`config.mk`:
```
export PLATFORM = sky130hd
export DESIGN_NAME = rme_queue
export DESIGN_NICKNAME = d
export VERILOG_FILES = /design/src/rtl/rme_queue.sv
export SDC_FILE = /design/constraint.sdc
export NUM_CORES = 1
export LEC_CHECK = 0
export BUFFER_PORTS_ARGS = -buffer_cell sky130_fd_sc_hd__buf_2
export CELL_PAD_IN_SITES_DETAIL_PLACEMENT = 0
export CELL_PAD_IN_SITES_GLOBAL_PLACEMENT = 1
export CORE_MARGIN = 2
export CORE_UTILIZATION = 41
export DETAILED_ROUTE_END_ITERATION = 16
export MAX_ROUTING_LAYER = met4
export PLACE_DENSITY = 0.75
export SLEW_MARGIN = 20
export SYNTH_ARGS = -nofsm -noshare
export SYNTH_HDL_FRONTEND = slang
export SYNTH_SLANG_ARGS = --single-unit
```
`constraint.sdc`:
```
create_clock -name clk -period 1.72 [get_ports clk]
set_input_delay 0.344 -clock clk [delete_from_list [all_inputs] [get_ports clk]]
set_output_delay 0.344 -clock clk [all_outputs]
set_load 0.02 [all_outputs]
```
`src/rtl/rme_queue.sv`:
```
module rme_queue #(
	parameter int DATA_W = 8
) (
	input  logic              clk,
	input  logic              arst_n,
	input  logic              push_valid,
	output logic              push_ready,
	input  logic [DATA_W-1:0] din,
	output logic              pop_valid,
	output logic [DATA_W-1:0] dout
);
	localparam int DEPTH = 2;
	localparam int CNT_W = $clog2(DEPTH + 1);

	logic [DATA_W-1:0] mem_q [DEPTH];
	logic              wr_ptr_q, rd_ptr_q;
	logic [CNT_W-1:0]  count_q;
	logic              push;

	// back end never stalls, so every available beat pops
	assign push_ready = (count_q != CNT_W'(DEPTH));
	assign pop_valid  = (count_q != '0);
	assign push       = push_valid & push_ready;
	assign dout       = mem_q[rd_ptr_q];

	always_ff @(posedge clk) begin
		if (push) begin
			mem_q[wr_ptr_q] <= din;
		end
	end

	always_ff @(posedge clk or negedge arst_n) begin
		if (!arst_n) begin
			wr_ptr_q <= 1'b0;
			rd_ptr_q <= 1'b0;
			count_q  <= '0;
		end else begin
			if (push) begin
				wr_ptr_q <= ~wr_ptr_q;
			end
			if (pop_valid) begin
				rd_ptr_q <= ~rd_ptr_q;
			end
			count_q <= count_q + CNT_W'(push) - CNT_W'(pop_valid);
		end
	end

endmodule

```
==> reports/results.ini <==
[timing]
slew_viol_final = 0
final.setup.tns_ps = 0
fin_skew_ps = 11.76
relSlewSlack = 0.7520
whs_ps = 226.9
hold_viol = 0
worst_slack_ps = 47.28
tightest_slew_ps = 372.1
fin_crit_sh = 0.9725
max_freq_mhz = 597.8
rsz0062_at_grt = true
finalSetupViolCount = 0
min_period_ps = 1673

[run]
max-cap-violations = 0

[global_route]
grt_max_degree = 13
grt_pass1_vias = 374
grtUsageTotal = 0.1105
overflow = 0
grt_pass1_wl_um = 1524
antenna_found_initial = 0

[detailed_routing]
drt-total-wl_um = 1056
vias_per_cell = 4.352
drc_errors = 0
drt_pass1_iterations = 2
drtIter0Drc = 3
antenna_left = 0
wl_per_cell_um = 12.00
vias = 383

[layout]
n_antenna_cell = 0
drive_gt1_frac = 0.5873
nets = 75
syn_to_final_growth_pct = 25.68

[status]
status = complete, no violations

[floorplanning]
core_sq_um = 1764
initial_utilization = 0.4418
die_x_um = 47.60
die_area_sq_um = 2266
placementRows = 15
io_pins = 21
die_y_um = 47.60

[placed_design]
portBuffers = 20
gp_congestion = 0.5690
place_ws_ps = 240.0

[logic_synthesis]
yosysWarnings = 0
synth_adder_area_share = 0
synth_top_area_share = 0.6164
syn_avg_cell_area_sq_um = 20.51
ys_ff_latch = 20
synth.cell_area_sq_um = 779.5
yosys.area_share.xor_xnor = 0.02247
synth_area_leader_cell = edfxtp_1
synth_top_family_by_area = multiplexers
synth_area_leaders = edfxtp_1, mux2_4, dfrtp_1
synth_mux_area_frac = 0.1541
synth_cell_type_count = 13
synth_fp_nets = 49
ys_seq_area_frac = 0.7448
synth_simple_gate_area_frac = 0.06421
synth_compound_area_frac = 0
syn_inst = 38

[clock_network]
htreeDepth = 1
clock_sinks = 20
clk_pin_slew_worst_paths_ps = 110
cts_root_buf = clkbuf_4
cts_tree = done
clockBufferDepth = 2
cts_setup_buffers = 0
clock_latency_ps = 300
cts_made_buffers = 3

[critical_path]
critPathArrivalTime_ps = 1330
cp_top_family = flip-flops
crit_path_end_kind = output port
path_class = flop to output port
start_kind = flop
cp_max_fo = 9
slowest_stage = dfrtp_2
max_stage_delay_ps = 550
cp.required_ps = 1380
crit_buf_inv = 1
path_cells = mux2_4 -> buf_4

[power_and_ir_drop]
power_density_nw_per_um2 = 1565
ir_worst_vdd_mv = 0.9483
p_leak_nw = 0.4168

[hold_path]
hp-class = input pin to flop

[synth_stat cells, drive strengths merged]
cell,n
and3,1
buf,1
mux2,8
nand2b,2
xnor2,1
edfxtp,16
dfrtp,4
and2,1
or2,1
nand2,1
xor2,1
nor2,1
[sequential cells by signal, indices dropped and copies added (netlist names)]
name and cells:
wr_ptr_q 1, rd_ptr_q 1, count_q 2, mem_q 16
[where the power goes]
group	internal, W	switching [W]
logic	0.000241	0.000202
clock network	0.000235	0.000136
registers	0.000636	0.0000829
[metrics by stage]
step	std cells	utilization	total power [W]	cell area, sq um
finish	88	0.5553	0.001533	979.7
global route	88	0.5553	0.001602	979.7
CTS	88	0.5504	0.001535	970.9
detailed placement	83	0.5142	0.001160	907.1
global placement	83	0.5142	0.001146	907.1
floorplan	38	-	0.001054	779.5
[cell type report]
type                            instances  area (sq um)
Tap cell                               25         31.28
Clock buffer                            3         22.52
Multi-Input combinational cell         17         187.7
Fill cell                             158         784.5
Sequential cell                        20         581.8
Clock inverter                          1         30.03
Timing Repair Buffer                   22         126.4
[final timing paths]
kind                                 start     endpoint  slack (ps)  cells after the start
min in group asynchronous           arst_n   count_q[0]         370                      2
worst min-delay path                din[5]  mem_q[0][5]         230                      1
worst min register to register    wr_ptr_q     wr_ptr_q         530                      1
max in group asynchronous           arst_n     rd_ptr_q        1210                      2
worst max register to register  count_q[1]  mem_q[1][1]         460                      2
worst max-delay path              rd_ptr_q      dout[0]          50                      2
[routing by layer]
metal  global-route usage  up-vias  share of wire
met2               0.1919       13           0.55
met1               0.1144      179           0.38
met3              0.02264        2          0.059
li1                     -      189              -
met4              0.06486        0         0.0038
met5                    -        -              0
[cells by family (layout without fill, tap and decap cells)]
kind of cell,Yosys count,after routing
buffers and inverters,1,26
DFF,20,20
and+or+nand+nor,7,7
muxes,8,8
xor gates and xnor gates,2,2
[repair_timing]
item,CTS,global route
hold buffers,1,0
resized for setup,1,3
setup endpoints to repair,8,3
hold endpoints to repair,4,0
[layout by cell type, fill, tap and decap left out]
| cell | netlist | final |
|---|---|---|
| buf_6 | 1 | 1 |
| xnor2_1 | 1 | 1 |
| dlygate4sd3_1 | 0 | 1 |
| dfrtp_2 | 0 | 1 |
| nor2_1 | 1 | 1 |
| buf_2 | 0 | 18 |
| edfxtp_1 | 16 | 16 |
| dfrtp_1 | 4 | 3 |
| buf_4 | 0 | 2 |
| bufinv_16 | 0 | 1 |
| nand2_1 | 1 | 1 |
| nand2b_1 | 1 | 1 |
| xor2_1 | 1 | 1 |
| or2_4 | 1 | 1 |
| and3_1 | 1 | 1 |
| and2_2 | 1 | 1 |
| clkbuf_4 | 0 | 3 |
| mux2_4 | 8 | 8 |
| nand2b_4 | 1 | 1 |
Note: power is estimated with default switching activity, not from simulation.
