<file path="src/rtl/rme_pkg.sv">
package rme_pkg;

	localparam int FRAC_BITS_DEF    = 14;
	localparam int CORDIC_STEPS_DEF = 16;

	localparam int ELEM_W      = 16;
	localparam int OPND_W      = 17;
	localparam int ANG_W       = 34;
	localparam int OUT_W       = 16;
	localparam int GUARD_SHIFT = 16;
	localparam int OUT_SHIFT   = 17;
	localparam int OUT_HALF    = 65536;
	localparam int OUT_LIMIT   = 25736;
	localparam int ATAN_LEN    = 32;

	localparam logic signed [ANG_W-1:0] HALF_PI_Q30 = 34'sd1686629713;

	typedef enum logic [1:0] {
		MODE_NORMAL,
		MODE_GIMBAL_LO,
		MODE_GIMBAL_HI
	} mode_t;

	// atan(2^-i) with 30 fraction bits
	localparam logic signed [ANG_W-1:0] ATAN_TAB [ATAN_LEN] = '{
		34'sd843314857, 34'sd497837829, 34'sd263043837, 34'sd133525159,
		34'sd67021687,  34'sd33543516,  34'sd16775851,  34'sd8388437,
		34'sd4194283,   34'sd2097149,   34'sd1048576,   34'sd524288,
		34'sd262144,    34'sd131072,    34'sd65536,     34'sd32768,
		34'sd16384,     34'sd8192,      34'sd4096,      34'sd2048,
		34'sd1024,      34'sd512,       34'sd256,       34'sd128,
		34'sd64,        34'sd32,        34'sd16,        34'sd8,
		34'sd4,         34'sd2,         34'sd1,         34'sd0
	};

	// q30 angle to q3.13, round half up, saturate near +-pi
	function automatic logic signed [OUT_W-1:0] round_angle(input logic signed [ANG_W-1:0] z);
		logic signed [ANG_W:0]           sum;
		logic signed [ANG_W-OUT_SHIFT:0] q;
		sum = (ANG_W+1)'(z) + (ANG_W+1)'(OUT_HALF);
		q   = (ANG_W-OUT_SHIFT+1)'(sum >>> OUT_SHIFT);
		if (q > (ANG_W-OUT_SHIFT+1)'(OUT_LIMIT)) begin
			return OUT_W'(OUT_LIMIT);
		end else if (q < -(ANG_W-OUT_SHIFT+1)'(OUT_LIMIT)) begin
			return -OUT_W'(OUT_LIMIT);
		end
		return OUT_W'(q);
	endfunction

	localparam logic signed [OUT_W-1:0] HALF_PI_OUT = round_angle(HALF_PI_Q30);

endpackage

</file>
<file path="src/rtl/rme_front.sv">
module rme_front #(
	parameter int FRAC_BITS = rme_pkg::FRAC_BITS_DEF
) (
	input  logic                                  clk,
	input  logic                                  arst_n,
	input  logic                                  start,
	output logic                                  busy,
	input  logic signed [rme_pkg::ELEM_W-1:0]     r00,
	input  logic signed [rme_pkg::ELEM_W-1:0]     r01,
	input  logic signed [rme_pkg::ELEM_W-1:0]     r02,
	input  logic signed [rme_pkg::ELEM_W-1:0]     r10,
	input  logic signed [rme_pkg::ELEM_W-1:0]     r20,
	input  logic signed [rme_pkg::ELEM_W-1:0]     r21,
	input  logic signed [rme_pkg::ELEM_W-1:0]     r22,
	output logic                                  item_valid,
	input  logic                                  item_ready,
	output rme_pkg::mode_t                        mode,
	output logic signed [rme_pkg::OPND_W-1:0]     ax_y,
	output logic signed [rme_pkg::OPND_W-1:0]     ax_x,
	output logic signed [rme_pkg::OPND_W-1:0]     az_y,
	output logic signed [rme_pkg::OPND_W-1:0]     az_x,
	output logic signed [rme_pkg::OPND_W-1:0]     ay_y,
	output logic        [2*FRAC_BITS:0]           rad
);
	import rme_pkg::*;

	localparam int OP_W   = (OPND_W > FRAC_BITS + 2) ? OPND_W : FRAC_BITS + 2;
	localparam int CALC_W = (2 * OPND_W > 2 * FRAC_BITS + 2) ? 2 * OPND_W : 2 * FRAC_BITS + 2;
	localparam int RAD_W  = 2 * FRAC_BITS + 1;

	localparam logic signed [OP_W-1:0] ONE_W     = OP_W'(1) <<< FRAC_BITS;
	localparam logic signed [OP_W-1:0] NEG_ONE_W = -ONE_W;
	localparam logic [CALC_W-1:0]      ONE_SQ    = CALC_W'(1) << (2 * FRAC_BITS);

	logic                        valid_s1;
	mode_t                       mode_s1;
	logic signed [OPND_W-1:0]    ax_y_s1, ax_x_s1, az_y_s1, az_x_s1, ay_y_s1;
	logic [RAD_W-1:0]            rad_s1;

	logic                        accept;
	logic signed [OP_W-1:0]      r20_w, r20_cl;
	logic signed [OPND_W-1:0]    r20c, e01, e02;
	logic signed [2*OPND_W-1:0]  sq;
	logic [CALC_W-1:0]           rad_full;
	mode_t                       mode_c;
	logic signed [OPND_W-1:0]    ax_y_c, ax_x_c, az_y_c, az_x_c;

	assign busy   = valid_s1 & ~item_ready;
	assign accept = start & ~busy;

	always_comb begin
		r20_w = OP_W'(r20);
		if (r20_w > ONE_W) begin
			r20_cl = ONE_W;
		end else if (r20_w < NEG_ONE_W) begin
			r20_cl = NEG_ONE_W;
		end else begin
			r20_cl = r20_w;
		end
		if (r20_cl == NEG_ONE_W) begin
			mode_c = MODE_GIMBAL_LO;
		end else if (r20_cl == ONE_W) begin
			mode_c = MODE_GIMBAL_HI;
		end else begin
			mode_c = MODE_NORMAL;
		end
		r20c     = OPND_W'(r20_cl);
		sq       = r20c * r20c;
		rad_full = ONE_SQ - CALC_W'($unsigned(sq));
		e01      = OPND_W'(r01);
		e02      = OPND_W'(r02);
		case (mode_c)
			MODE_NORMAL: begin
				ax_y_c = OPND_W'(r21);
				ax_x_c = OPND_W'(r22);
				az_y_c = OPND_W'(r10);
				az_x_c = OPND_W'(r00);
			end
			MODE_GIMBAL_LO: begin
				ax_y_c = e01;
				ax_x_c = e02;
				az_y_c = '0;
				az_x_c = '0;
			end
			MODE_GIMBAL_HI: begin
				ax_y_c = -e01;
				ax_x_c = -e02;
				az_y_c = '0;
				az_x_c = '0;
			end
			default: begin
				ax_y_c = '0;
				ax_x_c = '0;
				az_y_c = '0;
				az_x_c = '0;
			end
		endcase
	end

	always_ff @(posedge clk or negedge arst_n) begin
		if (!arst_n) begin
			valid_s1 <= 1'b0;
		end else begin
			valid_s1 <= accept | (valid_s1 & ~item_ready);
		end
	end

	always_ff @(posedge clk) begin
		if (accept) begin
			mode_s1 <= mode_c;
			ax_y_s1 <= ax_y_c;
			ax_x_s1 <= ax_x_c;
			az_y_s1 <= az_y_c;
			az_x_s1 <= az_x_c;
			ay_y_s1 <= r20c;
			rad_s1  <= rad_full[RAD_W-1:0];
		end
	end

	assign item_valid = valid_s1;
	assign mode       = mode_s1;
	assign ax_y       = ax_y_s1;
	assign ax_x       = ax_x_s1;
	assign az_y       = az_y_s1;
	assign az_x       = az_x_s1;
	assign ay_y       = ay_y_s1;
	assign rad        = rad_s1;

endmodule

</file>
<file path="config.mk">
export PLATFORM = sky130hd
export DESIGN_NAME = rme_front
export DESIGN_NICKNAME = d
export VERILOG_FILES = /design/src/rtl/rme_pkg.sv /design/src/rtl/rme_front.sv
export SDC_FILE = /design/constraint.sdc
export NUM_CORES = 1
export LEC_CHECK = 0
export BUFFER_PORTS_ARGS = -buffer_cell sky130_fd_sc_hd__buf_2
export CAP_MARGIN = 20
export CORE_ASPECT_RATIO = 0.8
export CORE_MARGIN = 2
export CORE_UTILIZATION = 63
export CTS_CLUSTER_DIAMETER = 120
export DETAILED_ROUTE_END_ITERATION = 6
export PLACE_DENSITY = 0.87
export SETUP_SLACK_MARGIN = 0.15
export SLEW_MARGIN = 0
export SYNTH_ARGS = -nofsm -noshare
export SYNTH_HDL_FRONTEND = slang
export SYNTH_SLANG_ARGS = --single-unit
</file>
<file path="constraint.sdc">
create_clock -name clk -period 10.9 [get_ports clk]
set_clock_uncertainty 0.05 [all_clocks]
set_input_delay 2.18 -clock clk [delete_from_list [all_inputs] [get_ports clk]]
set_output_delay 2.18 -clock clk [all_outputs]
set_load 0.05 [all_outputs]
</file>
==> run_results.csv <==
group,metric,value,unit
placement,dpl.hpwl,29400,um
drt,ant_nets,0,
placement,post-place-ws,1.18,ns
run,max_cap_violations,0,
cells_and_area,finalNonFillerCells,1897,
synth,yosys.cell_types.count,59,
placement,portBuffers,233,
sta,tightest_slew,1.04,ns
sta,finalSetupTns,0,ns
grt,grt_pass1_vias,11000,
clock_network,cts_resized,0,
floorplan,rows,48,
cells_and_area,utilization,0.718,
worst_setup_path,cp_slowest_stage_delay,0.55,ns
grt,grt_pass1_wl,56000,um
worst_setup_path,cp_slowest_cell,"fa_1",
sta,setup_ws,1.42,ns
drt,drc,0,
drt,vias,10800,
clock_network,clock_sinks,112,
hold_path,worstHoldPathType,"flip-flop to flip-flop",
synth,synth.cell_area,13800,um2
worst_setup_path,cp.required,10.97,ns
synth,synth_cells,1419,
clock_network,post_cts_buffers,0,
worst_setup_path,crit_path_max_fanout,26,
clock_network,cts_hold_buffers,0,
grt,antenna_found_initial,1,
clock_network,clock-root-buffer,"clkbuf_16",
clock_network,cts_made_buffers,9,
sta,slew_violations,0,
placement,dp.cells,1880,
floorplan,die_y,136,um
worst_setup_path,path_delay_family,"adder cells",
synth,synth_ff_type,"edfxtp_1",
worst_setup_path,worst-path-buf-inv,6,
floorplan,dieWidth,169,um
worst_setup_path,crit_top_cell,"fa_1",
drt,wire_per_inst,18.9,um
cells_and_area,nets,2046,
floorplan,die_area,23000,um2
sta,min_period,9.48,ns
drt,drt-pass1-iter-count,5,
floorplan,num_io_pins,234,
floorplan,start_util,0.640,
grt,grt_max_degree,63,
sta,max_freq,0.105,GHz
grt,track_usage,0.319,
clock_network,clk_latency,0.37,ns
clock_network,clock_path_buffers,2,
run_status,outcome,"finished, final reports clean",
synth,syn_nets,1849,
floorplan,fp.coreArea,21500,um2
clock_network,clk_pin_slew,0.09,ns
synth,ys_seq_area_frac,0.244,
sta,rsz0062_at_grt,"no",
worst_setup_path,critPathKind,"input pin to flip-flop",
clock_network,cts_tree,"yes",
synth,yosys_warnings,0,
synth,synth_seq_cells,112,
synth,syn_avg_cell_area,9.70,um2
worst_setup_path,cp-start-kind,"input pin",
cells_and_area,fillers,1579,
sta,fin_crit_sh,0.870,
grt,grt.overflow.total,0,
worst_setup_path,end_kind,"flip-flop",
placement,gp_congestion,0.996,
cells_and_area,syn_to_final_growth,12.2,%
clock_network,cts-htree-levels,3,
synth,synth_edf_count,111,
sta,finalSetupViolCount,0,
drt,routed_via_density,5.67,
cells_and_area,drive_above_1_share,0.167,
sta,relSlewSlack,0.302,
worst_setup_path,worstPathArrival,9.56,ns
drt,drt_iter0_markers,1013,
synth,postSynth.asyncResetShare,0.00893,
sta,hold_viol,0,
drt,drt-total-wl,35900,um
[final timing paths]
kind | slack, ns | cells after the start | to | from
min in group asynchronous | 1.52 | 1 | item_valid$_DFF_PN0_ | arst_n
hold reg to reg | 0.49 | 2 | item_valid$_DFF_PN0_ | item_valid$_DFF_PN0_
max in group asynchronous | 9.20 | 1 | item_valid$_DFF_PN0_ | arst_n
setup / recovery | 1.42 | 28 | rad[24]$_DFFE_PP_ | r20[0]
hold / removal | 0.49 | 2 | item_valid$_DFF_PN0_ | item_valid$_DFF_PN0_
setup reg to reg | 8.58 | 3 | ay_y[1]$_DFFE_PP_ | item_valid$_DFF_PN0_
[state kept, by name, indices dropped and copies added (netlist names)]
signal	flops
ax_x	17
ax_y	17
ay_y	16
az_x	16
az_y	16
item_valid	1
mode	2
rad	27
[metal layers]
| metal | part of all wire | GRT usage | wire (um) |
|---|---|---|---|
| met3 | 0.10 | 0.0818 | 3680 |
| met2 | 0.47 | 0.525 | 17000 |
| met4 | 0.028 | 0.111 | 1010 |
| met5 | 0.00050 | 0 | 18 |
| met1 | 0.39 | 0.416 | 14200 |
[synth_stat cells (3+ instances only)]
library cell,n,area (um2)
inv_1,363,1360
fa_1,217,4340
edfxtp_1,111,3330
nand2_1,109,409
ha_1,97,1210
nor2_1,82,308
a21oi_1,62,310
and2_1,44,275
xnor2_1,40,350
clkbuf_1,39,146
o21ai_0,39,195
and3_1,38,238
nand3_1,28,140
nor3_1,14,70.1
nand2b_1,12,75.1
xor2_1,12,105
a22oi_1,11,82.6
o22ai_1,10,62.6
nor4_1,9,56.3
nor2b_1,7,43.8
a21o_1,6,45.0
buf_4,6,45.0
o21ai_1,6,30.0
buf_2,4,20.0
or3_1,4,25.0
buf_1,3,11.3
o21bai_1,3,22.5
[cell type report]
class / instances / area (um2) / area share
multi-input cells: 889 / 8820 / 0.571
clock buffers: 9 / 225 / 0.0146
inverters: 366 / 1370 / 0.0889
flip-flops and latches: 112 / 3360 / 0.217
diodes: 1 / 2.50 / 0.000162
well taps: 275 / 344 / 0.0223
clock inverters: 7 / 103 / 0.00664
repair buffers: 238 / 1220 / 0.0792
[tightest hold or removal path, delay by kind of cell, from the launching register on]
kind / cells / cell delay, ns
simple gates: 2 / 0.17
flops: 1 / 0.35
[cells in the final DEF, fill, tap and decap left out, types with 3 or more instances in the layout]
| cell type | synthesis | layout |
|---|---|---|
| a21oi_1 | 62 | 62 |
| o21ai_0 | 39 | 39 |
| nor3_1 | 14 | 14 |
| fa_1 | 217 | 217 |
| buf_4 | 6 | 4 |
| and2_1 | 44 | 43 |
| inv_1 | 363 | 363 |
| o22ai_1 | 10 | 10 |
| nor4_1 | 9 | 9 |
| nand2_1 | 109 | 109 |
| xor2_1 | 12 | 12 |
| xnor2_1 | 40 | 40 |
| a22oi_1 | 11 | 11 |
| nor2b_1 | 7 | 6 |
| nand2b_1 | 12 | 11 |
| ha_1 | 97 | 97 |
| o21ai_1 | 6 | 6 |
| or3_1 | 4 | 4 |
| o21bai_1 | 3 | 3 |
| nand3_1 | 28 | 28 |
| buf_2 | 4 | 233 |
| edfxtp_1 | 111 | 111 |
| and3_1 | 38 | 38 |
| a21o_1 | 6 | 6 |
| nor2_1 | 82 | 81 |
| clkbuf_16 | 0 | 9 |
[per-stage QoR]
step                      hold slack (ns)  instance area [um2]
final                               0.493                15400
after floorplan                     0.767                13800
after global placement              0.457                15100
after detailed placement            0.471                15100
after global routing                0.526                15400
after CTS                           0.496                15400
[cells by family (layout without fill, tap and decap cells)]
| logic type | Yosys count | in the layout | synth area share |
|---|---|---|---|
| AOI/OAI and AO/OA | 163 | 163 | 0.0760 |
| xor gates and xnor gates | 53 | 53 | 0.0347 |
| adders and majority gates | 314 | 314 | 0.404 |
| buffers and inverters | 418 | 620 | 0.116 |
| DFF | 112 | 112 | 0.244 |
| muxes | 1 | 1 | 0.000727 |
| other | 1 | 2 | 0.000273 |
| and+or+nand+nor | 357 | 357 | 0.124 |
Power is left out: the tool's default activity adds up to more than one toggle a clock period on the data nets, which glitch-free logic cannot reach.
